**src/hdl/lobm_pkg.sv**
```systemverilog
// Package: order book codes, widths and control types.
`default_nettype none
package lobm_pkg;
   localparam int unsigned LEVEL_DEPTH_DEF = 16;
   localparam int unsigned PRICE_BITS_DEF  = 32;
   localparam int unsigned VOL_BITS        = 24;
   localparam int unsigned ACTION_BITS     = 2;
   localparam int unsigned STATUS_BITS     = 2;

   localparam logic [ACTION_BITS-1:0] ACT_ADD    = 2'd0;
   localparam logic [ACTION_BITS-1:0] ACT_CANCEL = 2'd1;
   localparam logic [ACTION_BITS-1:0] ACT_MATCH  = 2'd2;
   localparam logic [ACTION_BITS-1:0] ACT_CLEAR  = 2'd3;

   localparam logic SIDE_BID = 1'b0;
   localparam logic SIDE_ASK = 1'b1;

   localparam logic [STATUS_BITS-1:0] ST_DONE     = 2'd0;
   localparam logic [STATUS_BITS-1:0] ST_NO_MATCH = 2'd1;
   localparam logic [STATUS_BITS-1:0] ST_FULL     = 2'd2;
   localparam logic [STATUS_BITS-1:0] ST_RANGE    = 2'd3;

   typedef struct packed {
      logic ins;   // insert new level in sorted position
      logic rem;   // remove level at rem_idx, shift toward best
      logic upd;   // overwrite best level volume
      logic clr;   // drop all levels
   } lobm_ctl_type;
endpackage
`default_nettype wire

```
**src/hdl/lobm_cell.sv**
```systemverilog
// One price level cell of a sorted side table.
`default_nettype none
module lobm_cell
   import lobm_pkg::*;
#(
   parameter int unsigned LEVEL_DEPTH = LEVEL_DEPTH_DEF,
   parameter int unsigned PRICE_BITS  = PRICE_BITS_DEF,
   parameter int unsigned IDX         = 0,
   parameter bit          DESC        = 1'b1
) (
   input  wire logic                              clock,
   input  wire lobm_ctl_type                      ctl,
   input  wire logic [$clog2(LEVEL_DEPTH+1)-1:0]  count,
   input  wire logic [$clog2(LEVEL_DEPTH)-1:0]    rem_idx,
   input  wire logic [PRICE_BITS-1:0]             new_price,
   input  wire logic [VOL_BITS-1:0]               new_vol,
   input  wire logic                              left_gb,
   input  wire logic [PRICE_BITS-1:0]             left_price,
   input  wire logic [VOL_BITS-1:0]               left_vol,
   input  wire logic [PRICE_BITS-1:0]             right_price,
   input  wire logic [VOL_BITS-1:0]               right_vol,
   output logic                                   gb,
   output logic [PRICE_BITS-1:0]                  price,
   output logic [VOL_BITS-1:0]                    vol
);
   localparam int unsigned CW = $clog2(LEVEL_DEPTH + 1);
   localparam int unsigned IW = $clog2(LEVEL_DEPTH);
   localparam logic [CW-1:0] POS_C = CW'(IDX);
   localparam logic [IW-1:0] POS_I = IW'(IDX);

   logic [PRICE_BITS-1:0] price_ff, price_in;
   logic [VOL_BITS-1:0]   vol_ff, vol_in;
   logic                  occ, cmp;

   // new level goes at or before this cell
   assign occ = POS_C < count;
   assign cmp = DESC ? (price_ff < new_price) : (price_ff > new_price);
   assign gb  = !occ || cmp;

   always_comb begin
      price_in = price_ff;
      vol_in   = vol_ff;
      priority if (ctl.ins && gb) begin
         if (left_gb) begin
            price_in = left_price;
            vol_in   = left_vol;
         end else begin
            price_in = new_price;
            vol_in   = new_vol;
         end
      end else if (ctl.rem && (POS_I >= rem_idx)) begin
         price_in = right_price;
         vol_in   = right_vol;
      end else if (ctl.upd && (IDX == 0)) begin
         vol_in = new_vol;
      end
   end

   always_ff @(posedge clock) begin
      price_ff <= price_in;
      vol_ff   <= vol_in;
   end

   assign price = price_ff;
   assign vol   = vol_ff;
endmodule
`default_nettype wire

```
**src/hdl/lobm_side.sv**
```systemverilog
// One side of the book: a row of level cells and the level count.
`default_nettype none
module lobm_side
   import lobm_pkg::*;
#(
   parameter int unsigned LEVEL_DEPTH = LEVEL_DEPTH_DEF,
   parameter int unsigned PRICE_BITS  = PRICE_BITS_DEF,
   parameter bit          DESC        = 1'b1
) (
   input  wire logic                              clock,
   input  wire logic                              reset,
   input  wire lobm_ctl_type                      ctl,
   input  wire logic [$clog2(LEVEL_DEPTH)-1:0]    rem_idx,
   input  wire logic [PRICE_BITS-1:0]             new_price,
   input  wire logic [VOL_BITS-1:0]               new_vol,
   output logic [$clog2(LEVEL_DEPTH+1)-1:0]       count,
   output logic                                   full,
   output logic [PRICE_BITS-1:0]                  best_price,
   output logic [VOL_BITS-1:0]                    best_vol
);
   localparam int unsigned CW = $clog2(LEVEL_DEPTH + 1);
   localparam logic [CW-1:0] DEPTH_C = CW'(LEVEL_DEPTH);

   logic [CW-1:0]         count_ff, count_in;
   logic                  gb_w    [LEVEL_DEPTH];
   logic [PRICE_BITS-1:0] price_w [LEVEL_DEPTH];
   logic [VOL_BITS-1:0]   vol_w   [LEVEL_DEPTH];

   for (genvar i = 0; i < LEVEL_DEPTH; i++) begin : g_cell
      logic                  l_gb;
      logic [PRICE_BITS-1:0] l_price, r_price;
      logic [VOL_BITS-1:0]   l_vol, r_vol;

      if (i == 0) begin : g_first
         assign l_gb    = 1'b0;
         assign l_price = '0;
         assign l_vol   = '0;
      end else begin : g_mid
         assign l_gb    = gb_w[i-1];
         assign l_price = price_w[i-1];
         assign l_vol   = vol_w[i-1];
      end

      if (i == LEVEL_DEPTH - 1) begin : g_last
         assign r_price = '0;
         assign r_vol   = '0;
      end else begin : g_inner
         assign r_price = price_w[i+1];
         assign r_vol   = vol_w[i+1];
      end

      lobm_cell #(
         .LEVEL_DEPTH (LEVEL_DEPTH),
         .PRICE_BITS  (PRICE_BITS),
         .IDX         (i),
         .DESC        (DESC)
      ) u_cell (
         .clock       (clock),
         .ctl         (ctl),
         .count       (count_ff),
         .rem_idx     (rem_idx),
         .new_price   (new_price),
         .new_vol     (new_vol),
         .left_gb     (l_gb),
         .left_price  (l_price),
         .left_vol    (l_vol),
         .right_price (r_price),
         .right_vol   (r_vol),
         .gb          (gb_w[i]),
         .price       (price_w[i]),
         .vol         (vol_w[i])
      );
   end

   always_comb begin
      count_in = count_ff;
      priority if (ctl.clr) begin
         count_in = '0;
      end else if (ctl.ins) begin
         count_in = count_ff + CW'(1);
      end else if (ctl.rem) begin
         count_in = count_ff - CW'(1);
      end
   end

   always_ff @(posedge clock) begin
      if (reset) begin
         count_ff <= '0;
      end else begin
         count_ff <= count_in;
      end
   end

   assign count      = count_ff;
   assign full       = count_ff == DEPTH_C;
   assign best_price = (count_ff != '0) ? price_w[0] : '0;
   assign best_vol   = vol_w[0];
endmodule
`default_nettype wire

```
**config.mk**
```make
export PLATFORM = sky130hd
export DESIGN_NAME = lobm_side
export DESIGN_NICKNAME = d
export VERILOG_FILES = /design/src/hdl/lobm_pkg.sv /design/src/hdl/lobm_cell.sv /design/src/hdl/lobm_side.sv
export SDC_FILE = /design/constraint.sdc
export NUM_CORES = 2
export LEC_CHECK = 0
export BUFFER_PORTS_ARGS = -buffer_cell sky130_fd_sc_hd__clkbuf_2
export CORE_ASPECT_RATIO = 2
export CORE_UTILIZATION = 54
export DETAILED_ROUTE_END_ITERATION = 12
export PLACE_DENSITY = 0.79
export SLEW_MARGIN = 30
export SYNTH_ARGS = -nofsm -noshare
export SYNTH_HDL_FRONTEND = slang
export SYNTH_SLANG_ARGS = --single-unit
export TNS_END_PERCENT = 1
```
**constraint.sdc**
```tcl
create_clock -name clock -period 5.8 [get_ports clock]
set_input_delay 0.87 -clock clock [delete_from_list [all_inputs] [get_ports clock]]
set_output_delay 0.87 -clock clock [all_outputs]
set_load 0.02 [all_outputs]
```
==> results by stage <==
Final layout:
- For this run, the post-layout net count is 5977.
- The sequential standard cell area is 27000 um^2.
- The multi-input gate area in the final layout is 27900 um^2.
- The filler cell count in the final layout is 8468.
- The proportion of layout cells with a drive suffix above 1 is 10.6%.
- For this run, the share of the core covered by cells in the final layout is 60.2%.
- Compared with the post-synthesis result, the final layout area differs by 10.4%.

Setup path:
- The worst setup path is captured at a flop.
- The launching element type of the critical path is an input pin.
- The kind of critical path is input pin to flop.
- The worst-path maximum fanout is 47.
- Data on the critical path arrives at its endpoint at 5.95 ns.
- Data on the critical path is required at its endpoint by 6.21 ns.

Logic synthesis:
- Counting distinct cell types in the post-synthesis netlist gives 67.
- The number of synthesized register bits is 901.
- Synthesis produced 5375 cells.
- The most common cell in the netlist is sky130_fd_sc_hd__edfxtp_1.
- For this run, the leading register cell type out of synthesis is sky130_fd_sc_hd__edfxtp_1.
- The commonest cells after synthesis are sky130_fd_sc_hd__edfxtp_1 (896), sky130_fd_sc_hd__a21oi_1 (750), sky130_fd_sc_hd__mux2i_1 (665), sky130_fd_sc_hd__nor2_1 (653), sky130_fd_sc_hd__nand2_1 (542).
- The async set or reset register ratio after synthesis is 0%.
- The mean instance size in the synthesized netlist is 10.5 um^2.
- The number of enable flip-flop cells after synthesis is 896.
- The share of the yosys chip area belonging to registers is 47.8%.
- The portion of synthesized cell area occupied by the leading cell type is 47.7%.
- By area the synthesized netlist is led by sky130_fd_sc_hd__edfxtp_1 (48%), sky130_fd_sc_hd__mux2i_1 (12%), sky130_fd_sc_hd__ha_1 (11%).
- The synthesized netlist net count is 5941.
- The mapped netlist covers 56400 um^2.
- During synthesis, Yosys emitted a total of 0 warnings.
- The cell accounting for the most synthesized area is sky130_fd_sc_hd__edfxtp_1.

Die:
- The vertical die dimension is 459 um.
- The placement row count is 167.
- The number of top-level design ports is 128.
- The placeable core region is 104000 um^2.
- The chip width is 231 um.
- For this configuration, the core starts out at a cell density of 54.5%.
- The area enclosed by the die boundary is 106000 um^2.

Global routing:
- Global routing consumed, on the met1 layer, 40.8% of the routing resources.
- The maximum number of pins on one net before global-route repair is 89.
- The number of antenna violations at the first check in global routing is 11.
- The global routing usage on met3 is 8.33%.
- Across every metal layer, demand over resource in global routing totals 37.8%.
- The remaining global-route overflow is 0.
- The most used routing layer in global routing is met2.
- The global-route wire length before repair is 294000 um.
- The number of global-route vias before repair is 46.3k.
- The met2 global-route usage is 63.4%.

STA:
- The fmax is 0.180 GHz.
- The minimum hold slack is 0.401 ns.
- The time the final worst path needs with I/O delays and setup is 5.54 ns.
- Setup repair after global routing left no endpoint under its margin.
- The number of endpoints with negative hold slack in the final report was 0.
- The final count of negative-setup-slack endpoints is 0.
- Of the available clock period, the critical path in the final layout requires 95.5%.
- At the pin with the least slew margin, the transition time is 1.12 ns.
- The clock skew after layout is 0.0509 ns.
- The count of final max-slew check failures was 0.
- The normalized max-slew margin is 24.3%.

Route:
- The via density per instance is 6.77.
- The wire length after detailed routing is 201000 um.
- The count of unresolved DRC violations after routing is 0.
- In this run, the number of DRC markers left after iteration 0 of detailed routing was 5459.
- The average wire length per cell after detail routing is 29.4 um.
- The residual antenna-violating net count after detailed routing is 0.
- The number of detailed-route iterations in the first pass is 9.
- The via count of the routed design is 46.3k.

Clocking:
- The worst-case clock buffer depth is 3.
- The clock latency of the later-clocked register in the worst-skew pair is 0.72 ns.
- After clock tree synthesis, the setup repair step added 0 buffers.
- The maximum level of the CTS H-tree is 3.
- After clock tree synthesis, the clock-pin slew on the worst setup and hold paths is 0.07 ns.
- TritonCTS built the clock tree.
- The cell chosen for the clock root is sky130_fd_sc_hd__clkbuf_16.
- The number of buffers inserted during clock tree synthesis is 83.
- Post-CTS repair changed the size of 0 cells.
- The hold buffer count at cts is 0.
- The clock drives 901 sinks.

Placement:
- The quantity of I/O buffers inserted on ports is 127.
- Routability-driven placement finished with a final weighted congestion of 1.09.
- After legalization and detailed placement, the total HPWL measured 137000 um.

Outcome:
- The run finished with clean final reports.

Power and ir drop:
- For this design the static power due to leakage is 27.3 nW.
- The power density over the cells is 322 nW/um^2.
- The maximum VDD drop is 0.000278 V.

Job:
- Across the run, the number of max-cap violations was 0.

Worst hold path:
- The worst hold-check path type is input pin to flop.
sequential cells by signal, summed over array words and instances, names as in the netlist:
signal and count:
count 5, g_cell.u_cell.price 512, g_cell.u_cell.vol 384
critical path, cell delays in order:
cell and delay (ns):
sky130_fd_sc_hd__clkbuf_2 0.45, sky130_fd_sc_hd__inv_1 0.43, sky130_fd_sc_hd__buf_4 0.29, sky130_fd_sc_hd__ha_1 0.30, sky130_fd_sc_hd__nand4_1 0.22, sky130_fd_sc_hd__nor3_2 0.73
sky130_fd_sc_hd__o2111ai_1 0.55, sky130_fd_sc_hd__a211oi_1 0.98, sky130_fd_sc_hd__o32ai_4 0.17, sky130_fd_sc_hd__and2_4 0.36, sky130_fd_sc_hd__a21o_2 0.28, sky130_fd_sc_hd__buf_12 0.21
stage by stage:
stage | area [um^2] | power, mW | cells | setup TNS, ns | setup WS, ns
6_report | 62300 | 20.1 | 6836 | 0 | 0.259
5_1_grt | 62300 | 20.8 | 6834 | 0 | 0.499
4_1_cts | 62300 | 19.9 | 6832 | 0 | 0.452
3_5_place_dp | 59500 | 14.2 | 6677 | -24.12 | -0.269
3_3_place_gp | 59500 | 14.0 | 6677 | -69.32 | -0.300
2_1_floorplan | 56400 | 12.3 | 5375 | -3.86 | -0.0689
per-layer routing:
metal / up-vias / share of wire (%)
li1: 20060 / -
met1: 22179 / 33
met2: 2984 / 48
met3: 1019 / 9.3
met4: 12 / 9.8
met5: - / 0.040
report_power, final:
part           total (mW)  internal, mW  switching, mW
clock                5.80          3.09           2.71
combinational        4.88          1.86           3.02
sequential           9.42          8.53          0.892
logic make-up after synthesis:
group,Yosys count,share of synthesized area [%]
DFF,901,47.8
and+or+nand+nor,1428,10.6
AOI/OAI and AO/OA,1410,14.0
adders and majority gates,500,11.1
xor gates and xnor gates,4,0.0621
buffers and inverters,411,3.34
muxes,721,13.1
final timing paths:
kind                                                start                                    to  slack, ns  cells after the start
hold reg to reg   g_cell[15].u_cell.vol[19]$_SDFFCE_PN0P_   g_cell[14].u_cell.vol[19]$_DFFE_PP_       0.53                      2
setup / recovery                            new_price[26]     g_cell[8].u_cell.vol[2]$_DFFE_PP_       0.26                     12
setup reg to reg     g_cell[2].u_cell.price[23]$_DFFE_PP_  g_cell[3].u_cell.price[14]$_DFFE_PP_       0.89                     11
hold / removal                                     ctl[0]                 count[0]$_SDFFE_PP0P_       0.40                      2
cell type report:
cell class                      count  share of cell area (%)
Sequential cell                   901                    43.3
Tap cell                         1352                    2.71
Clock inverter                     56                   0.829
Inverter                           41                   0.247
Clock buffer                       99                    3.58
Timing Repair Buffer              321                    4.48
Multi-Input combinational cell   4063                    44.8
Antenna cell                        3                  0.0120
layout by cell type (no fill, tap or decap), types with 5 or more instances in the layout:
cell type / synthesis / final
sky130_fd_sc_hd__a21o_1: 131 / 127
sky130_fd_sc_hd__nor3_1: 28 / 23
sky130_fd_sc_hd__a211oi_1: 25 / 24
sky130_fd_sc_hd__o21a_1: 12 / 10
sky130_fd_sc_hd__mux2i_1: 665 / 665
sky130_fd_sc_hd__nand2_1: 542 / 539
sky130_fd_sc_hd__nand3_1: 18 / 17
sky130_fd_sc_hd__o21ai_1: 26 / 31
sky130_fd_sc_hd__inv_1: 40 / 40
sky130_fd_sc_hd__clkbuf_1: 188 / 11
sky130_fd_sc_hd__mux2_2: 28 / 28
sky130_fd_sc_hd__nand2b_1: 21 / 17
sky130_fd_sc_hd__o211ai_1: 10 / 10
sky130_fd_sc_hd__a21oi_1: 750 / 746
sky130_fd_sc_hd__clkbuf_16: 0 / 87
sky130_fd_sc_hd__nand4_1: 68 / 68
sky130_fd_sc_hd__buf_12: 0 / 56
sky130_fd_sc_hd__bufinv_16: 0 / 7
sky130_fd_sc_hd__o21ai_0: 265 / 257
sky130_fd_sc_hd__edfxtp_1: 896 / 896
sky130_fd_sc_hd__nor2_4: 0 / 5
sky130_fd_sc_hd__clkinvlp_4: 0 / 9
sky130_fd_sc_hd__clkinv_2: 0 / 19
sky130_fd_sc_hd__a31oi_1: 125 / 124
sky130_fd_sc_hd__nor2_1: 653 / 646
sky130_fd_sc_hd__or2_2: 8 / 8
sky130_fd_sc_hd__buf_4: 44 / 139
sky130_fd_sc_hd__dfxtp_1: 5 / 5
sky130_fd_sc_hd__o21bai_1: 6 / 5
sky130_fd_sc_hd__nor2b_1: 49 / 49
sky130_fd_sc_hd__nor3_2: 3 / 5
sky130_fd_sc_hd__clkinv_1: 0 / 13
sky130_fd_sc_hd__nor4b_1: 8 / 7
sky130_fd_sc_hd__and4_1: 13 / 13
sky130_fd_sc_hd__mux2_4: 28 / 28
sky130_fd_sc_hd__clkbuf_2: 0 / 126
sky130_fd_sc_hd__ha_1: 500 / 500
(Power assumes the default switching activity.)
